## src/hdl/trn_pkg.sv

```systemverilog
package trn_pkg;

   // Telnet command bytes
   localparam logic [7:0] B_SE   = 8'd240;
   localparam logic [7:0] B_SB   = 8'd250;
   localparam logic [7:0] B_WILL = 8'd251;
   localparam logic [7:0] B_WONT = 8'd252;
   localparam logic [7:0] B_DO   = 8'd253;
   localparam logic [7:0] B_DONT = 8'd254;
   localparam logic [7:0] B_IAC  = 8'd255;

   // Options handled locally
   localparam logic [7:0] OPTION_ECHO = 8'd1;
   localparam logic [7:0] OPTION_SGA  = 8'd3;

   // Output destinations
   localparam logic DEST_TERMINAL = 1'b0;
   localparam logic DEST_PEER     = 1'b1;

   // Job queue depth default (power of two, at least 2)
   localparam int QUEUE_DEPTH_DEFAULT = 4;

   typedef struct packed {
      logic       command;
      logic [7:0] data_byte;
   } req_type;

   typedef struct packed {
      logic       destination;
      logic [7:0] out_byte;
      logic       last;
      logic       echo_active;
   } rsp_type;

   typedef enum logic [1:0] {
      JOB_DATA,
      JOB_TRIPLE,
      JOB_OPEN
   } job_kind_type;

   // One classified item, expanded into beats by the back end
   typedef struct packed {
      job_kind_type kind;
      logic [7:0]   verb;
      logic [7:0]   value;
      logic         echo_active;
   } job_type;

endpackage

```

## src/hdl/telnet_receive_negotiator_unit.sv

```systemverilog
// Telnet receive negotiator.
// req channel: one beat per received byte (command = 0) or per connection
// open (command = 1). Bytes go through the IAC layer; data bytes go to the
// terminal, negotiation replies go to the peer.
// rsp channel: zero to six beats per request, in request order; last marks
// the final beat of a request, echo_active gives the agreed state after it.
// With the queue empty and the output free, the first beat of a request is
// written into the queue at the accepting edge and becomes valid once it has
// been loaded into the output register.
// Throughput: one request per cycle while the queue has room; the output
// register drains one beat per cycle unless the receiver stalls.
// A job queue of QUEUE_DEPTH entries between front and back absorbs bursts;
// req_stall is high while that queue is full.
// When the receiver stalls, the current beat holds in the output register
// and the queue fills; the front keeps accepting until it is full.
// Reset clears all negotiation state, empties the queue and drops rsp_valid.
// No awaiting-reply bit is set until an open command arrives.
module telnet_receive_negotiator_unit
   import trn_pkg::*;
#(
   parameter int QUEUE_DEPTH = QUEUE_DEPTH_DEFAULT  // power of two, >= 2
)(
   input  logic    clock,
   input  logic    reset,
   input  logic    req_valid,
   output logic    req_stall,
   input  req_type req_data,
   output logic    rsp_valid,
   input  logic    rsp_stall,
   output rsp_type rsp_data
);

   logic    job_push;
   job_type job;
   logic    queue_full;
   logic    job_pop;
   logic    head_valid;
   job_type head_job;

   // back-pressure to the link only when the job queue has no room
   assign req_stall = queue_full;

   // front: IAC parsing, option negotiation, one job per request at most
   trn_front u_front (
      .clock      (clock),
      .reset      (reset),
      .req_valid  (req_valid),
      .req_data   (req_data),
      .queue_full (queue_full),
      .job_push   (job_push),
      .job        (job)
   );

   // decouples classification from beat expansion
   trn_queue #(
      .QUEUE_DEPTH (QUEUE_DEPTH)
   ) u_queue (
      .clock      (clock),
      .reset      (reset),
      .push       (job_push),
      .push_job   (job),
      .full       (queue_full),
      .pop        (job_pop),
      .head_valid (head_valid),
      .head_job   (head_job)
   );

   // back: expands each job into 1, 3 or 6 beats via the output register
   trn_back u_back (
      .clock      (clock),
      .reset      (reset),
      .head_valid (head_valid),
      .head_job   (head_job),
      .pop        (job_pop),
      .rsp_valid  (rsp_valid),
      .rsp_stall  (rsp_stall),
      .rsp_data   (rsp_data)
   );

endmodule

```

## src/hdl/trn_front.sv

```systemverilog
module trn_front
   import trn_pkg::*;
(
   input  logic    clock,
   input  logic    reset,
   input  logic    req_valid,
   input  req_type req_data,
   input  logic    queue_full,
   output logic    job_push,
   output job_type job
);

   logic       after_iac_ff,   after_iac_in;
   logic       pending_ff,     pending_in;
   logic       in_sub_ff,      in_sub_in;
   logic [7:0] prev_byte_ff,   prev_byte_in;
   logic       echo_ff,        echo_in;
   logic       sga_ff,         sga_in;
   logic       wait_echo_ff,   wait_echo_in;
   logic       wait_sga_ff,    wait_sga_in;

   logic       accept;
   logic [7:0] c;
   logic [7:0] verb;
   logic       is_echo;
   logic       agreed_new;
   logic       awaiting_cur;
   logic       have_reply;
   logic [7:0] reply;

   assign accept = req_valid && !queue_full;
   assign c      = req_data.data_byte;
   assign verb   = prev_byte_ff;

   always_comb begin
      after_iac_in = after_iac_ff;
      pending_in   = pending_ff;
      in_sub_in    = in_sub_ff;
      prev_byte_in = prev_byte_ff;
      echo_in      = echo_ff;
      sga_in       = sga_ff;
      wait_echo_in = wait_echo_ff;
      wait_sga_in  = wait_sga_ff;
      job_push     = 1'b0;
      job.kind     = JOB_DATA;
      job.verb     = 8'd0;
      job.value    = c;
      is_echo      = (c == OPTION_ECHO);
      agreed_new   = is_echo ? echo_ff : sga_ff;
      awaiting_cur = is_echo ? wait_echo_ff : wait_sga_ff;
      have_reply   = 1'b0;
      reply        = B_DONT;

      if (accept) begin
         if (req_data.command) begin
            after_iac_in = 1'b0;
            pending_in   = 1'b0;
            in_sub_in    = 1'b0;
            prev_byte_in = 8'd0;
            echo_in      = 1'b0;
            sga_in       = 1'b0;
            wait_echo_in = 1'b1;
            wait_sga_in  = 1'b1;
            job_push     = 1'b1;
            job.kind     = JOB_OPEN;
         end else begin
            if (after_iac_ff) begin
               case (c)
                  B_SE: in_sub_in = 1'b0;
                  B_SB: in_sub_in = 1'b1;
                  B_WILL, B_WONT, B_DO, B_DONT: pending_in = 1'b1;
                  B_IAC: job_push = 1'b1;
                  default: ;
               endcase
               after_iac_in = 1'b0;
            end else if (c == B_IAC) begin
               after_iac_in = 1'b1;
            end else if (pending_ff) begin
               pending_in = 1'b0;
               if (c == OPTION_ECHO || c == OPTION_SGA) begin
                  case (verb)
                     B_DO: begin
                        agreed_new = 1'b1;
                        reply      = B_WILL;
                        have_reply = 1'b1;
                     end
                     B_DONT: begin
                        agreed_new = 1'b0;
                        reply      = B_WONT;
                        have_reply = 1'b1;
                     end
                     B_WILL, B_WONT: begin
                        reply      = B_DONT;
                        have_reply = 1'b1;
                     end
                     default: ;
                  endcase
                  // confirm only while a reply is still awaited
                  if (is_echo) begin
                     echo_in = agreed_new;
                     if (have_reply && awaiting_cur) wait_echo_in = 1'b0;
                  end else begin
                     sga_in = agreed_new;
                     if (have_reply && awaiting_cur) wait_sga_in = 1'b0;
                  end
                  if (have_reply && awaiting_cur) begin
                     job_push = 1'b1;
                     job.kind = JOB_TRIPLE;
                     job.verb = reply;
                  end
               end else if (verb inside {B_WILL, B_WONT}) begin
                  job_push = 1'b1;
                  job.kind = JOB_TRIPLE;
                  job.verb = B_DONT;
               end else if (verb inside {B_DO, B_DONT}) begin
                  job_push = 1'b1;
                  job.kind = JOB_TRIPLE;
                  job.verb = B_WONT;
               end
            end else if (!in_sub_ff) begin
               job_push = 1'b1;
            end
            prev_byte_in = c;
         end
      end
      job.echo_active = echo_in && sga_in;
   end

   always_ff @(posedge clock) begin
      if (reset) begin
         after_iac_ff <= 1'b0;
         pending_ff   <= 1'b0;
         in_sub_ff    <= 1'b0;
         prev_byte_ff <= 8'd0;
         echo_ff      <= 1'b0;
         sga_ff       <= 1'b0;
         wait_echo_ff <= 1'b0;
         wait_sga_ff  <= 1'b0;
      end else begin
         after_iac_ff <= after_iac_in;
         pending_ff   <= pending_in;
         in_sub_ff    <= in_sub_in;
         prev_byte_ff <= prev_byte_in;
         echo_ff      <= echo_in;
         sga_ff       <= sga_in;
         wait_echo_ff <= wait_echo_in;
         wait_sga_ff  <= wait_sga_in;
      end
   end

endmodule

```

## src/hdl/trn_queue.sv

```systemverilog
module trn_queue
   import trn_pkg::*;
#(
   parameter int QUEUE_DEPTH = QUEUE_DEPTH_DEFAULT
)(
   input  logic    clock,
   input  logic    reset,
   input  logic    push,
   input  job_type push_job,
   output logic    full,
   input  logic    pop,
   output logic    head_valid,
   output job_type head_job
);

   localparam int AW = $clog2(QUEUE_DEPTH);
   localparam int CW = AW + 1;
   localparam logic [CW-1:0] DEPTH_COUNT = CW'(QUEUE_DEPTH);

   job_type       entries_ff [QUEUE_DEPTH];
   logic [AW-1:0] wr_ptr_ff, wr_ptr_in;
   logic [AW-1:0] rd_ptr_ff, rd_ptr_in;
   logic [CW-1:0] count_ff,  count_in;

   assign full       = (count_ff == DEPTH_COUNT);
   assign head_valid = (count_ff != '0);
   assign head_job   = entries_ff[rd_ptr_ff];

   always_comb begin
      wr_ptr_in = push ? wr_ptr_ff + 1'b1 : wr_ptr_ff;
      rd_ptr_in = pop  ? rd_ptr_ff + 1'b1 : rd_ptr_ff;
      count_in  = count_ff;
      if (push && !pop)      count_in = count_ff + 1'b1;
      else if (pop && !push) count_in = count_ff - 1'b1;
   end

   always_ff @(posedge clock) begin
      if (reset) begin
         wr_ptr_ff <= '0;
         rd_ptr_ff <= '0;
         count_ff  <= '0;
      end else begin
         wr_ptr_ff <= wr_ptr_in;
         rd_ptr_ff <= rd_ptr_in;
         count_ff  <= count_in;
      end
   end

   always_ff @(posedge clock) begin
      if (push) entries_ff[wr_ptr_ff] <= push_job;
   end

`ifndef ASSERT_OFF
   a_no_push_full: assert property (@(posedge clock) disable iff (reset)
      push |-> !full) else $error("job pushed into full queue");
   a_no_pop_empty: assert property (@(posedge clock) disable iff (reset)
      pop |-> head_valid) else $error("job popped from empty queue");
   a_count_bound: assert property (@(posedge clock) disable iff (reset)
      count_ff <= DEPTH_COUNT) else $error("queue count beyond depth");
   a_count_step: assert property (@(posedge clock) disable iff (reset)
      (push && !pop) |=> count_ff == $past(count_ff) + 1'b1)
      else $error("queue count did not advance on push");
`endif

endmodule

```

## src/hdl/trn_back.sv

```systemverilog
module trn_back
   import trn_pkg::*;
(
   input  logic    clock,
   input  logic    reset,
   input  logic    head_valid,
   input  job_type head_job,
   output logic    pop,
   output logic    rsp_valid,
   input  logic    rsp_stall,
   output rsp_type rsp_data
);

   logic [2:0] idx_ff, idx_in;
   logic       rsp_valid_ff, rsp_valid_in;
   rsp_type    rsp_data_ff;
   rsp_type    beat;
   logic       load;

   // beat of the head job at position idx_ff
   always_comb begin
      beat.destination = DEST_PEER;
      beat.out_byte    = B_IAC;
      beat.last        = 1'b0;
      beat.echo_active = head_job.echo_active;
      case (head_job.kind)
         JOB_DATA: begin
            beat.destination = DEST_TERMINAL;
            beat.out_byte    = head_job.value;
            beat.last        = 1'b1;
         end
         JOB_TRIPLE: begin
            case (idx_ff)
               3'd1:    beat.out_byte = head_job.verb;
               3'd2:    beat.out_byte = head_job.value;
               default: beat.out_byte = B_IAC;
            endcase
            beat.last = (idx_ff == 3'd2);
         end
         JOB_OPEN: begin
            case (idx_ff)
               3'd1, 3'd4: beat.out_byte = B_WILL;
               3'd2:       beat.out_byte = OPTION_ECHO;
               3'd5:       beat.out_byte = OPTION_SGA;
               default:    beat.out_byte = B_IAC;
            endcase
            beat.last = (idx_ff == 3'd5);
         end
         default: ;
      endcase
   end

   assign load = head_valid && (!rsp_valid_ff || !rsp_stall);
   assign pop  = load && beat.last;

   always_comb begin
      idx_in       = idx_ff;
      rsp_valid_in = rsp_valid_ff && rsp_stall;
      if (load) begin
         rsp_valid_in = 1'b1;
         idx_in       = beat.last ? 3'd0 : idx_ff + 3'd1;
      end
   end

   always_ff @(posedge clock) begin
      if (reset) begin
         idx_ff       <= 3'd0;
         rsp_valid_ff <= 1'b0;
      end else begin
         idx_ff       <= idx_in;
         rsp_valid_ff <= rsp_valid_in;
      end
   end

   always_ff @(posedge clock) begin
      if (load) rsp_data_ff <= beat;
   end

   assign rsp_valid = rsp_valid_ff;
   assign rsp_data  = rsp_data_ff;

endmodule
```

## config.mk

```make
export PLATFORM = sky130hd
export DESIGN_NAME = telnet_receive_negotiator_unit
export DESIGN_NICKNAME = d
export VERILOG_FILES = /design/src/hdl/trn_pkg.sv /design/src/hdl/telnet_receive_negotiator_unit.sv /design/src/hdl/trn_front.sv /design/src/hdl/trn_queue.sv /design/src/hdl/trn_back.sv
export SDC_FILE = /design/constraint.sdc
export NUM_CORES = 1
export LEC_CHECK = 0
export BUFFER_PORTS_ARGS = -buffer_cell sky130_fd_sc_hd__buf_4
export CORE_MARGIN = 2
export CORE_UTILIZATION = 60
export CTS_BUF_LIST = sky130_fd_sc_hd__clkbuf_4 sky130_fd_sc_hd__clkbuf_8
export CTS_CLUSTER_SIZE = 30
export DETAILED_ROUTE_END_ITERATION = 6
export GPL_TIMING_DRIVEN = 0
export PLACE_DENSITY = 0.87
export SLEW_MARGIN = 10
export SYNTH_ARGS = -nofsm -noshare
export SYNTH_HDL_FRONTEND = slang
export SYNTH_SLANG_ARGS = --single-unit
```

## constraint.sdc

```tcl
create_clock -name clock -period 3.5 [get_ports clock]
set_clock_uncertainty 0.2 [all_clocks]
set_input_delay 0.7 -clock clock [delete_from_list [all_inputs] [get_ports clock]]
set_output_delay 0.7 -clock clock [all_outputs]
set_load 0.02 [all_outputs]
```

==> impl_metrics.toml, run 1 <==
[cells_and_area]
final_layout_size_suffix_gt1_frac = 0.196
fin_nets = 387
finalNonFillerCells = 464
fill_cells = 472
antenna_cells = 0
multi_input_area_um2 = 1570
syn2layout_area_growth_pct = 12.4
most-common-layout-cells = "edfxtp_1 (67), dfxtp_1 (28), nand2_1 (25), a21oi_1 (25), buf_4 (25)"
seq_area_um2 = 2570
fin_util = 0.700
final_common_cell = "edfxtp_1"

[setup_path]
cp.required_ns = 3.59
crit_fanout = 8
critPathCaptureType = "register"
worst_setup_path_start_kind = "primary input"
worstSetupPathType = "primary input to register"
arrival_ns = 3.39

[timing]
setup_viol = 0
clock.fmax_mhz = 303
fin_crit_ns = 3.31
finalCritPeriodShare = 0.944
setup_slack_ns = 0.194
relSlewSlack = 0.430
drv_slew = 0
rsz0062_at_grt = "false"
tightest_slew_ns = 0.852
finalHoldViolations = 0

[grt]
grt.busiest_layer = "met2"
use_met3 = 0.0500
use_met2 = 0.371
grt_pass1_vias = 2668
grt_first_pass_wirelength_um = 13000
grt-ovfl-total = 0
grtUsageTotal = 0.225
grt_start_max_net_pins = 17
antenna_found_initial = 0
grtUsageMet1 = 0.291

[placed_design]
port_buffers = 25
gp_congestion = 0.855
dp_worst_setup_slack_ns = -0.210
dp_hpwl_um = 5670
dpl.cell_count = 449

[power_and_ir_drop]
irDropWorstVdd_mv = 0.262
p_leak_uw = 0.00166
power.density_nw_per_um2 = 689
post-layout-total-power_uw = 3300

[cts]
cts_tree = "built"
htreeDepth = 3
cts_made_buffers = 9
cts_buffer_depth = 2
clk_pin_slew_ns = 0.09
clk_latency_ns = 0.35
clockRootBuffer = "clkbuf_8"
postCtsSetupBuffers = 0
cts_resized = 0
ctsHoldBuffers = 0
cts_sinks = 95

[floorplan]
die-area_um2 = 7780
ios = 26
start_util = 0.623
rows = 30
die_h_um = 88.2
dieWidth_um = 88.2
core-area_um2 = 6830

[synthesis]
synth_edf_count = 67
ys_ff_latch = 95
ys_types = 54
synth_nets = 351
ys_warn_count = 0
ys_seq_area_frac = 0.605
syn_avg_cell_area_um2 = 13.0
async_reset_ff_frac = 0
syn_area_um2 = 4250
ys.flop_type = "edfxtp_1"
syn_inst = 328

[route]
viasPerCell = 6.05
wl_per_cell_um = 17.4
postRouteAntennaNets = 0
vias = 2805
first_pass_iters = 4
remaining_drc_errors = 0
drt_iter0_markers = 190
drt_wl_total_um = 8050

[flow_run]
cap_violations = 0

[hold_path]
hold_class = "register to register"

[run_status]
status = "completed"
cell type report:
type                       instances  share of cell area
sequential                        95               0.538
multi-input combinational        203               0.328
timing repair buffer              25              0.0392
clock buffer                      11              0.0290
inverter                          16              0.0126
tap                               96              0.0251
clock inverter                     4              0.0149
buffer                            14              0.0133
logic make-up after synthesis:
logic type	synth area share
xor+xnor	0.0124
flops	0.605
simple gates	0.148
fa+ha+maj	0.0312
compound gates	0.0838
buf+inv	0.0291
mux	0.0912
worst paths after layout:
path	end	slack, ns	depth (start not counted)	startpoint
worst min-delay path	u_front.prev_byte_ff[4]	0.28	2	u_front.prev_byte_ff[4]
worst min register to register	u_front.prev_byte_ff[4]	0.28	2	u_front.prev_byte_ff[4]
worst max register to register	u_queue.count_ff[2]	0.48	11	u_queue.count_ff[0]
worst max-delay path	u_queue.count_ff[2]	0.19	12	req_data[4]
metal layers:
layer / up-vias / part of all wire
met2: 107 / 0.49
met1: 1379 / 0.43
li1: 1305 / -
met3: 14 / 0.056
met4: 0 / 0.023
met5: - / 0
sequential cells by signal, indices dropped and copies added, names as in the netlist, 2 cells and up, named ones only:
register and flops:
u_queue.wr_ptr_ff 2, u_back.idx_ff 3, u_queue.rd_ptr_ff 2, u_back.rsp_data 11, u_queue.entries_ff 56, u_front.prev_byte_ff 8
u_queue.count_ff 3
cells in the mapped netlist, drive strengths merged (2+ instances only):
master	instances	share of area
a21oi	25	0.029
edfxtp	67	0.47
or3	2	0.0029
nor3	3	0.0035
nand2b	7	0.010
o21ai	9	0.011
nor2b	9	0.013
xnor2	3	0.0062
buf	4	0.0059
a41oi	2	0.0041
nand3b	11	0.019
mux4	14	0.074
a21o	2	0.0035
inv	16	0.014
a31oi	2	0.0029
mux2i	5	0.012
a311oi	2	0.0041
and3	2	0.0029
nand4	2	0.0029
nand4b	2	0.0041
or4	3	0.0053
a211oi	3	0.0053
o21bai	3	0.0053
ha	9	0.026
mux2	2	0.0053
dfxtp	28	0.13
xor2	3	0.0062
nor2	18	0.016
nor3b	2	0.0047
nor4	5	0.012
nand2	25	0.022
nand3	14	0.018
o31ai	2	0.0035
clkbuf	10	0.0091
where the power goes:
group	switching, uW	internal (uW)
registers	80.8	1440
logic	574	433
clock network	357	413
total	1010	2280
per-stage QoR:
step | TNS (ns) | hold WS [ns] | area (um2)
CTS | 0 | 0.282 | 4770
global placement | -3.13 | 0.258 | 4560
finish | 0 | 0.285 | 4780
global route | 0 | 0.305 | 4780
floorplan | 0 | 0.245 | 4250
detailed placement | -6.05 | 0.271 | 4560
critical path, cell delays in order:
cell	delay, ns
buf_4	0.15
nor4_4	0.43
nand3_1	0.26
nor2_1	0.28
a2bb2oi_2	0.45
inv_1	0.09
ha_1	0.24
inv_1	0.08
fa_1	0.18
xor2_1	0.07
or3_1	0.31
a21oi_1	0.14
(Power assumes the default switching activity.)
==> run 2, diff against run 1 <==
--- a/config.mk
+++ b/config.mk
@@ -6,13 +6,15 @@
 export NUM_CORES = 1
 export LEC_CHECK = 0
 export BUFFER_PORTS_ARGS = -buffer_cell sky130_fd_sc_hd__buf_4
+export CELL_PAD_IN_SITES_DETAIL_PLACEMENT = 0
+export CELL_PAD_IN_SITES_GLOBAL_PLACEMENT = 1
 export CORE_MARGIN = 2
-export CORE_UTILIZATION = 60
+export CORE_UTILIZATION = 52
 export CTS_BUF_LIST = sky130_fd_sc_hd__clkbuf_4 sky130_fd_sc_hd__clkbuf_8
 export CTS_CLUSTER_SIZE = 30
 export DETAILED_ROUTE_END_ITERATION = 6
 export GPL_TIMING_DRIVEN = 0
-export PLACE_DENSITY = 0.87
+export PLACE_DENSITY = 0.9
 export SLEW_MARGIN = 10
 export SYNTH_ARGS = -nofsm -noshare
 export SYNTH_HDL_FRONTEND = slang
==> run 2 against run 1 <==
  * Total power down 0.80%
  * Register-to-register slack worse by 0.04 ns
  * Worst hold slack worse by 0.00072 ns
  * Sequential share of layout area about the same
  * Sequential cell count unchanged
  * Combinational power about the same
  * Wire length up 1.7%
  * Die area up 15%
  * Count of clock-buffer cells in the layout down 1
  * Sequential power about the same
  * Critical path type unchanged
  * Largest cell class unchanged
==> impl_metrics.toml, run 2 (synthesis gave the netlist of run 1 again) <==
[setup_path]
arrival_ns = 3.44
cp.required_ns = 3.60
rr_startpoint = "u_front.after_iac_ff"
worst_setup_path_start_kind = "primary input"
crit_fanout = 8
critPathCaptureType = "register"
rr_endpoint = "u_queue.count_ff[2]"
reg2reg_slack_ns = 0.44
worstSetupPathType = "primary input to register"
r2r_cells = 11

[timing]
finalHoldViolations = 0
hold_ws_ns = 0.284
drv_slew = 0
fin_crit_ns = 3.34
setup_viol = 0
relSlewSlack = 0.443
setup_slack_ns = 0.156
rsz0062_at_grt = "false"
tightest_slew_ns = 0.831
finalCritPeriodShare = 0.955
clock.fmax_mhz = 299

[power_and_ir_drop]
power.density_nw_per_um2 = 684
p_leak_uw = 0.00166
irDropWorstVdd_mv = 0.244

[floorplan]
ios = 26
die-area_um2 = 8920
dieWidth_um = 94.5
start_util = 0.545
core-area_um2 = 7810
rows = 32
die_h_um = 94.5

[cts]
cts_sinks = 95
cts_tree = "built"
clk_latency_ns = 0.36
clk_pin_slew_ns = 0.09
clockRootBuffer = "clkbuf_8"
cts_buffer_depth = 2
ctsHoldBuffers = 0
cts_resized = 0
cts_made_buffers = 9
postCtsSetupBuffers = 0
htreeDepth = 3

[grt]
grt_start_max_net_pins = 17
grt_first_pass_wirelength_um = 13200
grt_pass1_vias = 2681
grtUsageTotal = 0.203
grt-ovfl-total = 0
antenna_found_initial = 0

[route]
vias = 2676
drt_iter0_markers = 151
remaining_drc_errors = 0
first_pass_iters = 5
viasPerCell = 5.68
drt_wl_total_um = 8190
postRouteAntennaNets = 0
wl_per_cell_um = 17.4

[cells_and_area]
regMostFlops = "u_queue.entries_ff"
antenna_cells = 0
syn2layout_area_growth_pct = 12.4
final_layout_size_suffix_gt1_frac = 0.201
finalNonFillerCells = 471
finalInstanceArea_um2 = 4780
most-common-layout-cells = "edfxtp_1 (67), dfxtp_1 (28), nand2_1 (25), a21oi_1 (25), buf_4 (25)"
fin_nets = 387
final_common_cell = "edfxtp_1"
largest_register_ffs = 56

[flow_run]
cap_violations = 0

[run_status]
status = "completed"

[placed_design]
dpl.cell_count = 455
dpl-instance-area_um2 = 4580
dp_hpwl_um = 5750
gp_congestion = 0.852
dp_worst_setup_slack_ns = -0.186
port_buffers = 25

[hold_path]
hold_class = "register to register"
holdPathEnd = "u_front.prev_byte_ff[6]"
whs_path_depth = 2
hp-start = "u_front.prev_byte_ff[6]"
[run 2: changes by cell type in the layout (fill, tap and decap cells not counted), sizes merged]
| cell | change |
|---|---|
| inv | +3 |
| bufinv | -1 |
| clkbuf | -1 |
| clkinv | +1 |
| clkinvlp | -1 |
[run 2: area by class of cell]
type	count	area, um2
plain buffers	14	63.8
clock buffers	10	138
clock inverters	6	66.3
fillers	605	3020
inverters	16	60.1
multi-input cells	203	1570
flip-flops and latches	95	2570
well taps	102	128
repair buffers	25	188
[run 2: where the power goes]
| part | switching (uW) | internal (uW) | leakage, uW |
|---|---|---|---|
| registers | 78.2 | 1440 | 0.000859 |
| clock network | 387 | 355 | 0.000107 |
| logic | 577 | 433 | 0.000692 |
[run 2: through the flow]
stage / setup TNS [ns] / utilization / power (uW)
floorplan: 0 / - / 2250
global placement: -5.45 / 0.585 / 2520
detailed placement: -0.311 / 0.587 / 2560
CTS: 0 / 0.613 / 3300
global route: 0 / 0.613 / 3460
finish: 0 / 0.613 / 3270
[run 2: worst max path at each step]
stage,start,end,slack [ns],cells after the start
after floorplan,req_data[2],u_queue.count_ff[2],0.39,12
after global placement,req_data[2],u_queue.entries_ff[0][3],-0.10,7
after detailed placement,req_data[4],u_queue.count_ff[2],-0.19,12
after CTS,req_data[4],u_queue.count_ff[2],0.19,12
after global routing,req_data[4],u_queue.count_ff[2],0.01,12
final,req_data[4],u_queue.count_ff[2],0.16,12
[run 2: critical path: stages]
cell and delay (ns):
buf_4 0.15, nor4_4 0.43, nand3_1 0.27, nor2_1 0.31, a2bb2oi_2 0.45, inv_1 0.10, ha_1 0.25, inv_1 0.08
fa_1 0.19, xor2_1 0.08, or3_1 0.30, a21oi_1 0.13
[run 2: layer usage]
metal  wire length, um  vias up  part of all wire  GRT usage
li1                  -     1306                 -          -
met1              3660     1302              0.45      0.246
met2              4070       56              0.50      0.352
met3               312       12             0.038     0.0535
met4               150        0             0.018     0.0713
met5                 0        -                 0          0
==> run 3, diff against run 2 <==
--- a/config.mk
+++ b/config.mk
@@ -8,7 +8,6 @@
 export BUFFER_PORTS_ARGS = -buffer_cell sky130_fd_sc_hd__buf_4
 export CELL_PAD_IN_SITES_DETAIL_PLACEMENT = 0
 export CELL_PAD_IN_SITES_GLOBAL_PLACEMENT = 1
-export CORE_MARGIN = 2
 export CORE_UTILIZATION = 52
 export CTS_BUF_LIST = sky130_fd_sc_hd__clkbuf_4 sky130_fd_sc_hd__clkbuf_8
 export CTS_CLUSTER_SIZE = 30
==> run 3 against run 2 <==
  * Critical path depth rose by 1
  * Global-route usage grew 0.38 points
  * Core utilization hardly changed
  * Wire length fell by 0.89%
  * Worst hold slack got worse by 0.0037 ns
  * Setup slack improved by 0.067 ns
  * Largest power group unchanged
  * Clock power is 8.1% lower
  * Non-clock buffer count unchanged
==> impl_metrics.toml, run 3 (synthesis gave the netlist of run 1 again) <==
[run_status]
status = "completed"

[placed_design]
port_buffers = 25
dpl.cell_count = 455
dpl-instance-area_um2 = 4580
dp_hpwl_um = 5780
gp_congestion = 0.839

[cts]
cts_resized = 0
clk_pin_slew_ns = 0.09
cts_buffer_depth = 2
clk_latency_ns = 0.37
htreeDepth = 3
ctsHoldBuffers = 0
cts_made_buffers = 9
clockRootBuffer = "clkbuf_8"
postCtsSetupBuffers = 0
cts_tree = "built"
cts_sinks = 95

[power_and_ir_drop]
power.density_nw_per_um2 = 673
irDropWorstVdd_mv = 0.243
switching_share = 0.333
p_leak_uw = 0.00165
internal_power_uw = 2150
p_switching_uw = 1070
pwr-share-comb = 0.315
sequentialPowerShare = 0.472
power_frac_clock = 0.212

[cells_and_area]
antenna_cells = 0
finalInstanceArea_um2 = 4780
multi_input_area_um2 = 1580
fill_cells = 608
finalNonFillerCells = 471
most-common-layout-cells = "edfxtp_1 (67), dfxtp_1 (28), nand2_1 (25), a21oi_1 (25), buf_4 (25)"
fin_nets = 387
final_common_cell = "edfxtp_1"
seq_area_um2 = 2570
syn2layout_area_growth_pct = 12.4
regMostFlops = "u_queue.entries_ff"
final_layout_size_suffix_gt1_frac = 0.201
largest_register_ffs = 56

[floorplan]
ios = 26
die_h_um = 92.5
die-area_um2 = 8550
start_util = 0.545
core-area_um2 = 7810
dieWidth_um = 92.5
rows = 32

[grt]
grt_first_pass_wirelength_um = 13200
grt-ovfl-total = 0
grt_pass1_vias = 2691
grt_start_max_net_pins = 19
grtUsageTotal = 0.207
antenna_found_initial = 0

[timing]
clock.fmax_mhz = 305
rsz0062_at_grt = "false"
relSlewSlack = 0.461
finalHoldViolations = 0
tightest_slew_ns = 0.805
hold_ws_ns = 0.280
finalCritPeriodShare = 0.936
drv_slew = 0
fin_crit_ns = 3.28
setup_viol = 0

[route]
remaining_drc_errors = 0
vias = 2692
viasPerCell = 5.72
postRouteAntennaNets = 0
first_pass_iters = 4
wl_per_cell_um = 17.2
drt_wl_total_um = 8120
drt_iter0_markers = 175

[flow_run]
cap_violations = 0

[setup_path]
crit_chain = "buf_4, clkbuf_1, and3_1, nand3_1, nand4_1, a2bb2oi_4, inv_1, ha_1, inv_1, fa_1, xor2_1, or3_1, a21oi_1"
arrival_ns = 3.38
worstSetupPathType = "primary input to register"
cp.required_ns = 3.60
crit_top_cell = "inv_1"
critPathCaptureType = "register"
cpPeakStageDelay_ns = 0.43
worst_setup_path_start_kind = "primary input"
cp_slowest_cell = "fa_1"
crit_fanout = 8

[hold_path]
hold_class = "register to register"
-- run 3: changes by cell type in the layout (fill, tap and decap cells not counted), moves of 2 or more --
cell      previous run  this run
inv_8                0         2
clkinv_2             2         0
clkinv_4             0         3
inv_6                3         1
-- run 3: area by class of cell --
class,count,area share
Clock buffer,9,0.0259
Timing Repair Buffer,25,0.0393
Sequential cell,95,0.538
Tap cell,102,0.0267
Clock inverter,7,0.0136
Buffer,14,0.0134
Multi-Input combinational cell,203,0.330
Inverter,16,0.0126
-- run 3: metal layers --
layer  global-route usage  share of wire  wire length, um
met1                0.265           0.44             3530
met2                0.346           0.50             4040
met3               0.0443          0.050              408
met4               0.0768          0.017              138
met5                    0              0                0
-- run 3: through the flow --
step	TNS [ns]	utilization	total power (uW)	worst slack, ns
after floorplan	0	-	2250	0.393
after global placement	-5.98	0.585	2510	-0.123
after detailed placement	-0.274	0.587	2560	-0.177
after CTS	0	0.611	3240	0.191
after global routing	0	0.612	3400	0.0238
final	0	0.612	3220	0.223
-- run 3: worst paths after layout --
kind                   startpoint                   to  slack, ns  cells past startpoint
max                   req_data[2]  u_queue.count_ff[2]       0.22                     13
min reg2reg      u_back.rsp_valid     u_back.rsp_valid       0.28                      2
min              u_back.rsp_valid     u_back.rsp_valid       0.28                      2
max reg2reg  u_front.after_iac_ff  u_queue.count_ff[2]       0.43                     11
-- run 3: critical path: cells and delay by family --
kind | cells | cell delay [ns]
fa+ha+maj | 2 | 0.61
compound gates | 2 | 0.41
buf+inv | 4 | 0.51
simple gates | 4 | 0.96
xor+xnor | 1 | 0.17
-- run 3: power groups by stage --
stage	combinational [uW]	clock, uW	sequential, uW
detailed placement	1020	0	1550
floorplan	635	0	1620
CTS	1020	700	1520
global placement	980	0	1530
finish	1010	683	1520
global route	1110	744	1540
